[src/hdl/erle_pkg.sv]
package erle_pkg;

    localparam int ADDR_W     = 3;
    localparam int DATA_W     = 32;
    localparam int CMD_DEPTH  = 4;
    localparam int CMD_PTR_W  = $clog2(CMD_DEPTH);

    localparam logic [0:0] REG_ESCAPE    = 1'b0;
    localparam logic [7:0] ESCAPE_RESET  = 8'hBF;

    typedef struct packed {
        logic [7:0] in_byte;
        logic       in_last;
    } in_item_t;

    typedef struct packed {
        logic [7:0] out_byte;
        logic       item_last;
        logic       block_end;
    } out_item_t;

    typedef enum logic [1:0] {
        FLUSH_NONE,
        FLUSH_ONE,
        FLUSH_TWO,
        FLUSH_TRIPLE
    } flush_kind_t;

    // one command per input word that gives any output
    typedef struct packed {
        flush_kind_t flush_kind;
        logic [7:0]  flush_byte;
        logic [7:0]  flush_count;
        logic        close_block;
        logic [7:0]  close_byte;
        logic [7:0]  close_count;
    } cmd_t;

endpackage

[src/hdl/escape_byte_rle_encoder_unit.sv]
// Escape-byte run-length encoder.
// The first output byte for an input word is read from the command queue and held in the result register.
// Throughput: one input word per cycle while the four-entry command queue has room;
// the emitter puts out one byte per cycle while the result side keeps popping.
// Reset (rst_n low, asynchronous): run state and queues cleared, escape code to 0xBF.
module escape_byte_rle_encoder_unit
    import erle_pkg::*;
#(
    parameter int RUN_LIMIT = 254
)
(
    input  logic              clk,
    input  logic              rst_n,
    input  logic              psel,
    input  logic              penable,
    input  logic              pwrite,
    input  logic [ADDR_W-1:0] paddr,
    input  logic [DATA_W-1:0] pwdata,
    output logic [DATA_W-1:0] prdata,
    output logic              pready,
    input  logic              push,
    output logic              full,
    input  in_item_t          item,
    output logic              empty,
    input  logic              pop,
    output out_item_t         result
);

    logic [7:0] escape_reg;
    logic       accept;
    cmd_t       front_cmd;
    logic       front_valid;
    cmd_t       head_cmd;
    logic       q_full;
    logic       q_empty;
    logic       head_done;
    logic       reg_hit;

    assign pready  = 1'b1;
    assign reg_hit = (paddr[ADDR_W-1:2] == REG_ESCAPE);

    always_ff @(posedge clk or negedge rst_n)
    begin
        if (!rst_n)
            escape_reg <= ESCAPE_RESET;
        else if (psel && penable && pwrite && reg_hit)
            escape_reg <= pwdata[7:0];
    end

    assign prdata = reg_hit ? {{(DATA_W-8){1'b0}}, escape_reg} : '0;

    assign full   = q_full;
    assign accept = push && !q_full;

    erle_front #(
        .RUN_LIMIT (RUN_LIMIT)
    ) u_front (
        .clk         (clk),
        .rst_n       (rst_n),
        .accept      (accept),
        .item        (item),
        .escape_code (escape_reg),
        .cmd         (front_cmd),
        .cmd_valid   (front_valid)
    );

    erle_cmd_fifo u_queue (
        .clk     (clk),
        .rst_n   (rst_n),
        .wr_en   (front_valid),
        .wr_data (front_cmd),
        .rd_en   (head_done),
        .rd_data (head_cmd),
        .full    (q_full),
        .empty   (q_empty)
    );

    erle_back u_back (
        .clk         (clk),
        .rst_n       (rst_n),
        .cmd         (head_cmd),
        .cmd_valid   (!q_empty),
        .escape_code (escape_reg),
        .cmd_done    (head_done),
        .result      (result),
        .empty       (empty),
        .pop         (pop)
    );

endmodule

[src/hdl/erle_front.sv]
module erle_front
    import erle_pkg::*;
#(
    parameter int RUN_LIMIT = 254
)
(
    input  logic       clk,
    input  logic       rst_n,
    input  logic       accept,
    input  in_item_t   item,
    input  logic [7:0] escape_code,
    output cmd_t       cmd,
    output logic       cmd_valid
);

    localparam logic [7:0] LIMIT = 8'(RUN_LIMIT);

    logic [7:0] prev_reg, prev_next;
    logic [7:0] count_reg, count_next;
    logic       have_reg, have_next;

    always_ff @(posedge clk or negedge rst_n)
    begin
        if (!rst_n)
        begin
            prev_reg  <= 8'd0;
            count_reg <= 8'd0;
            have_reg  <= 1'b0;
        end
        else if (accept)
        begin
            prev_reg  <= prev_next;
            count_reg <= count_next;
            have_reg  <= have_next;
        end
    end

    always_comb
    begin
        logic is_esc;
        is_esc     = (prev_reg == escape_code);
        prev_next  = prev_reg;
        count_next = count_reg;
        have_next  = have_reg;
        cmd.flush_kind  = FLUSH_NONE;
        cmd.flush_byte  = prev_reg;
        cmd.flush_count = count_reg;

        priority if (!have_reg)
        begin
            prev_next  = item.in_byte;
            count_next = 8'd1;
            have_next  = 1'b1;
        end
        else if (item.in_byte == prev_reg)
        begin
            if (count_reg >= LIMIT)
            begin
                cmd.flush_kind = FLUSH_TRIPLE;
                count_next     = 8'd1;
            end
            else
            begin
                count_next = count_reg + 8'd1;
            end
        end
        else
        begin
            // run finished: short runs of ordinary bytes go out literally
            if (count_reg == 8'd1 && !is_esc)
                cmd.flush_kind = FLUSH_ONE;
            else if (count_reg == 8'd2 && !is_esc)
                cmd.flush_kind = FLUSH_TWO;
            else
                cmd.flush_kind = FLUSH_TRIPLE;
            prev_next  = item.in_byte;
            count_next = 8'd1;
        end

        cmd.close_block = item.in_last;
        cmd.close_byte  = prev_next;
        cmd.close_count = count_next;
        if (item.in_last)
        begin
            have_next  = 1'b0;
            count_next = 8'd0;
        end

        cmd_valid = accept && (cmd.flush_kind != FLUSH_NONE || item.in_last);
    end

endmodule

[src/hdl/erle_cmd_fifo.sv]
module erle_cmd_fifo
    import erle_pkg::*;
(
    input  logic clk,
    input  logic rst_n,
    input  logic wr_en,
    input  cmd_t wr_data,
    input  logic rd_en,
    output cmd_t rd_data,
    output logic full,
    output logic empty
);

    cmd_t                 mem [CMD_DEPTH];
    logic [CMD_PTR_W-1:0] wr_ptr_reg;
    logic [CMD_PTR_W-1:0] rd_ptr_reg;
    logic [CMD_PTR_W:0]   fill_reg;

    always_ff @(posedge clk)
    begin
        if (wr_en)
            mem[wr_ptr_reg] <= wr_data;
    end

    always_ff @(posedge clk or negedge rst_n)
    begin
        if (!rst_n)
        begin
            wr_ptr_reg <= '0;
            rd_ptr_reg <= '0;
            fill_reg   <= '0;
        end
        else
        begin
            if (wr_en)
                wr_ptr_reg <= wr_ptr_reg + 1'b1;
            if (rd_en)
                rd_ptr_reg <= rd_ptr_reg + 1'b1;
            if (wr_en && !rd_en)
                fill_reg <= fill_reg + 1'b1;
            else if (rd_en && !wr_en)
                fill_reg <= fill_reg - 1'b1;
        end
    end

    assign rd_data = mem[rd_ptr_reg];
    assign full    = (fill_reg == (CMD_PTR_W+1)'(CMD_DEPTH));
    assign empty   = (fill_reg == '0);

endmodule

[src/hdl/erle_back.sv]
module erle_back
    import erle_pkg::*;
(
    input  logic       clk,
    input  logic       rst_n,
    input  cmd_t       cmd,
    input  logic       cmd_valid,
    input  logic [7:0] escape_code,
    output logic       cmd_done,
    output out_item_t  result,
    output logic       empty,
    input  logic       pop
);

    logic [2:0] step_reg, step_next;
    logic       valid_reg, valid_next;
    out_item_t  result_reg, result_next;
    logic       advance;
    logic [2:0] n_flush;
    logic [2:0] n_total;
    logic [2:0] close_step;
    logic [7:0] byte_sel;
    logic       is_final;

    always_ff @(posedge clk or negedge rst_n)
    begin
        if (!rst_n)
        begin
            step_reg  <= 3'd0;
            valid_reg <= 1'b0;
        end
        else
        begin
            step_reg  <= step_next;
            valid_reg <= valid_next;
        end
    end

    always_ff @(posedge clk)
    begin
        if (advance)
            result_reg <= result_next;
    end

    always_comb
    begin
        unique case (cmd.flush_kind)
            FLUSH_NONE:   n_flush = 3'd0;
            FLUSH_ONE:    n_flush = 3'd1;
            FLUSH_TWO:    n_flush = 3'd2;
            FLUSH_TRIPLE: n_flush = 3'd3;
            default:      n_flush = 3'd0;
        endcase
        n_total    = n_flush + (cmd.close_block ? 3'd3 : 3'd0);
        close_step = step_reg - n_flush;

        if (step_reg < n_flush)
        begin
            if (cmd.flush_kind == FLUSH_TRIPLE)
            begin
                unique case (step_reg[1:0])
                    2'd0:    byte_sel = escape_code;
                    2'd1:    byte_sel = cmd.flush_byte;
                    default: byte_sel = cmd.flush_count;
                endcase
            end
            else
            begin
                byte_sel = cmd.flush_byte;
            end
        end
        else
        begin
            unique case (close_step[1:0])
                2'd0:    byte_sel = escape_code;
                2'd1:    byte_sel = cmd.close_byte;
                default: byte_sel = cmd.close_count;
            endcase
        end

        is_final = (step_reg == n_total - 3'd1);
        advance  = cmd_valid && (!valid_reg || pop);

        result_next.out_byte  = byte_sel;
        result_next.item_last = is_final;
        result_next.block_end = is_final && cmd.close_block;

        cmd_done  = advance && is_final;
        step_next = step_reg;
        if (advance)
            step_next = is_final ? 3'd0 : step_reg + 3'd1;

        if (advance)
            valid_next = 1'b1;
        else if (pop)
            valid_next = 1'b0;
        else
            valid_next = valid_reg;
    end

    assign result = result_reg;
    assign empty  = !valid_reg;

endmodule

[config.mk]
export PLATFORM = sky130hd
export DESIGN_NAME = escape_byte_rle_encoder_unit
export DESIGN_NICKNAME = d
export VERILOG_FILES = /design/src/hdl/erle_pkg.sv /design/src/hdl/escape_byte_rle_encoder_unit.sv /design/src/hdl/erle_front.sv /design/src/hdl/erle_cmd_fifo.sv /design/src/hdl/erle_back.sv
export SDC_FILE = /design/constraint.sdc
export NUM_CORES = 1
export LEC_CHECK = 0
export ABC_AREA = 1
export CORE_UTILIZATION = 30
export DETAILED_ROUTE_END_ITERATION = 6
export DONT_BUFFER_PORTS = 1
export PLACE_DENSITY = 0.41
export SYNTH_ARGS = -nofsm -noshare
export SYNTH_HDL_FRONTEND = slang
export SYNTH_SLANG_ARGS = --single-unit
[constraint.sdc]
create_clock -name clk -period 4.2 [get_ports clk]
set_input_delay 1.05 -clock clk [delete_from_list [all_inputs] [get_ports clk]]
set_output_delay 1.05 -clock clk [all_outputs]
set_load 0.05 [all_outputs]
==> reports/results.ini <==
[run_status]
outcome=finished, final reports clean

[floorplanning]
io_pins=96
start_util=0.308
row_count=61
core_area_um2=28000
die_w_um=172
fp.dieH_um=172
die_area_um2=29500

[clocking]
cts-hold-fix-buffers=0
cts_buffers=17
tritoncts=built
cts.htree.levels=4
insertion_delay_ps=420
clk_pin_slew_ps=70
root_buffer=clkbuf_16
cts.sinks=186
cts_setup_buffers=0
cts_buffer_depth=2
cts_resized=0

[route]
wirelength_mm=21.9
drc_errors=0
first_pass_iters=4
drt-initial-drc-count=315
viasPerCell=4.52
antenna_left=0
routedWlPerCell_um=17.7
via_count=5584

[pwr]
seqPwrFrac=0.379
max-vdd-ir-drop_uv=309
p_per_area_nw_per_um2=800
switching_share=0.426
p_comb_frac=0.405
p_int_uw=4400
p_leak_uw=0.00380
pwr-share-clk=0.216
switchingPower_uw=3270

[global_route]
grt_pass1_wl_mm=33.1
grt.total_usage=0.156
grt_max_degree=44
grt_antenna_before_repair=0
grt_pass1_vias=5354
overflow=0

[setup_path]
reg2regPathDepth=16
crit_type=flop to flop
cp.required_ps=4510
cp-end-kind=flop
crit_path_max_fanout=43
startpoint_type=flop
cp_data_arrival_time_ps=3860

[synth]
synth.cell_area_um2=8630
ys_seq_area_frac=0.627
postSynthAreaPerCell_um2=10.2
synth_edf_count=150
synthDistinctLibCells=40
yosysWarnings=0
ys_async_sr_fraction=0.194
synth_top_flop_cell=edfxtp_1
synth-seq-cells=186
synth_cells=847

[timing]
hold_viol_final=0
fin_setup_tns_ps=0
max_slew_margin=0.368
setup_viol_count_final=0
period_share=0.846
rsz0062_at_grt=false
finalMaxSlewViolations=0
post-route-min-period_ps=3550
skew_ps=12.5
worst_pin_slew_ps=944
max_freq_mhz=281

[place]
dp_hpwl_mm=14.1
dp.cells=1203
portBuffers=0
gp_congestion=0.772

[final_layout]
drive_above_1_share=0.106
stdcell_count=1235
antenna_cells=0
syn_to_final_growth_pct=11.1
largest_register_ff_count=140
nets=912

[run]
cap_violations=0

[worst_hold_path]
hp-class=input port to asynchronous set/reset pin

[synth_stat cells, drive strengths merged, types with 2 or more instances]
master | number | share of area
a21oi | 28 | 0.017
buf | 45 | 0.036
clkbuf | 18 | 0.0078
clkinv | 2 | 0.00087
conb | 2 | 0.00087
dfrtp | 29 | 0.084
dfstp | 7 | 0.021
edfxtp | 150 | 0.52
ha | 16 | 0.023
inv | 67 | 0.029
nand2 | 223 | 0.098
nand3 | 76 | 0.044
nand4 | 4 | 0.0029
nor2 | 83 | 0.038
nor3 | 5 | 0.0048
o211ai | 4 | 0.0046
o21ai | 44 | 0.026
o22ai | 15 | 0.011
or2 | 5 | 0.0036
xnor2 | 6 | 0.0070
xor2 | 12 | 0.012
[power by group through the flow]
| stage | clock network [uW] | logic (uW) | registers [uW] |
|---|---|---|---|
| 3_3_place_gp | 0 | 3180 | 2950 |
| 6_report | 1660 | 3110 | 2900 |
| 4_1_cts | 1710 | 3180 | 2910 |
| 5_1_grt | 1770 | 3510 | 2950 |
| 2_1_floorplan | 0 | 2240 | 2870 |
| 3_5_place_dp | 0 | 3170 | 2950 |
[metrics by stage]
| step | cell area, um2 | power (uW) | setup WS, ps | util | hold WS, ps |
|---|---|---|---|---|---|
| 2_1_floorplan | 8720 | 5110 | 641 | - | 482 |
| 3_3_place_gp | 8980 | 6120 | 631 | 0.321 | 532 |
| 3_5_place_dp | 8980 | 6120 | 625 | 0.321 | 526 |
| 4_1_cts | 9590 | 7810 | 619 | 0.342 | 291 |
| 5_1_grt | 9590 | 8230 | 352 | 0.342 | 288 |
| 6_report | 9590 | 7670 | 646 | 0.342 | 317 |
[cells by family (layout without fill, tap and decap cells)]
group / Yosys count / after routing / share of synthesized area
other: 2 / 25 / 0.000870
and+or+nand+nor: 398 / 398 / 0.192
adders and majority gates: 17 / 17 / 0.0255
muxes: 1 / 1 / 0.00130
xor gates and xnor gates: 18 / 18 / 0.0191
DFF: 186 / 186 / 0.627
AOI/OAI and AO/OA: 93 / 93 / 0.0597
buffers and inverters: 132 / 119 / 0.0738
[metal layers]
layer,routed length (um),GRT usage,share of wire,vias to the layer above
met5,0,0,0,-
met4,251,0.0443,0.011,0
met3,936,0.0313,0.043,15
met2,10300,0.254,0.47,121
met1,10400,0.208,0.48,2677
li1,-,-,-,2771
[placed cells by master (no fill, tap or decap), types with 3 or more instances in the layout]
cell type / n
a21oi_1: 27
buf_4: 18
bufinv_16: 3
clkbuf_16: 17
clkinv_1: 3
conb_1: 25
dfrtp_1: 28
dfstp_2: 7
edfxtp_1: 150
ha_1: 16
inv_1: 55
inv_2: 12
inv_6: 4
nand2_1: 221
nand3_1: 76
nand4_1: 4
nor2_1: 73
nor2_2: 6
nor2_4: 4
o21ai_0: 32
o21ai_1: 12
o22ai_1: 15
or2_2: 3
xnor2_1: 5
xor2_1: 12
[final timing paths]
check | start | to | slack (ps)
worst max-delay path | u_queue.rd_ptr_reg[0] | u_queue.fill_reg[1] | 650
max in group asynchronous | rst_n | escape_reg[5] | 3680
worst min register to register | escape_reg[7] | escape_reg[7] | 540
worst min-delay path | rst_n | u_queue.wr_ptr_reg[1] | 320
worst max register to register | u_queue.rd_ptr_reg[0] | u_queue.fill_reg[1] | 650
min in group clk | escape_reg[7] | escape_reg[7] | 540
[critical path, cell delays in order, from the launching register on]
cell,delay (ps)
dfrtp_2,400
buf_4,450
o21ai_0,180
nand2_1,140
inv_1,80
ha_1,270
inv_1,40
ha_1,290
xor2_1,160
nor3_1,140
nand2_1,140
inv_2,90
nand2_1,100
ha_1,210
inv_1,90
fa_1,410
mux2_2,260
[layout make-up]
class | instances | area [um2]
Multi-Input combinational cell | 552 | 2700
Inverter | 69 | 259
Sequential cell | 186 | 5420
Timing Repair Buffer | 18 | 135
Tap cell | 378 | 473
Clock buffer | 19 | 443
Clock inverter | 13 | 166
Fill cell | 2846 | 18400
No activity file was read; power rests on OpenSTA's default activity.
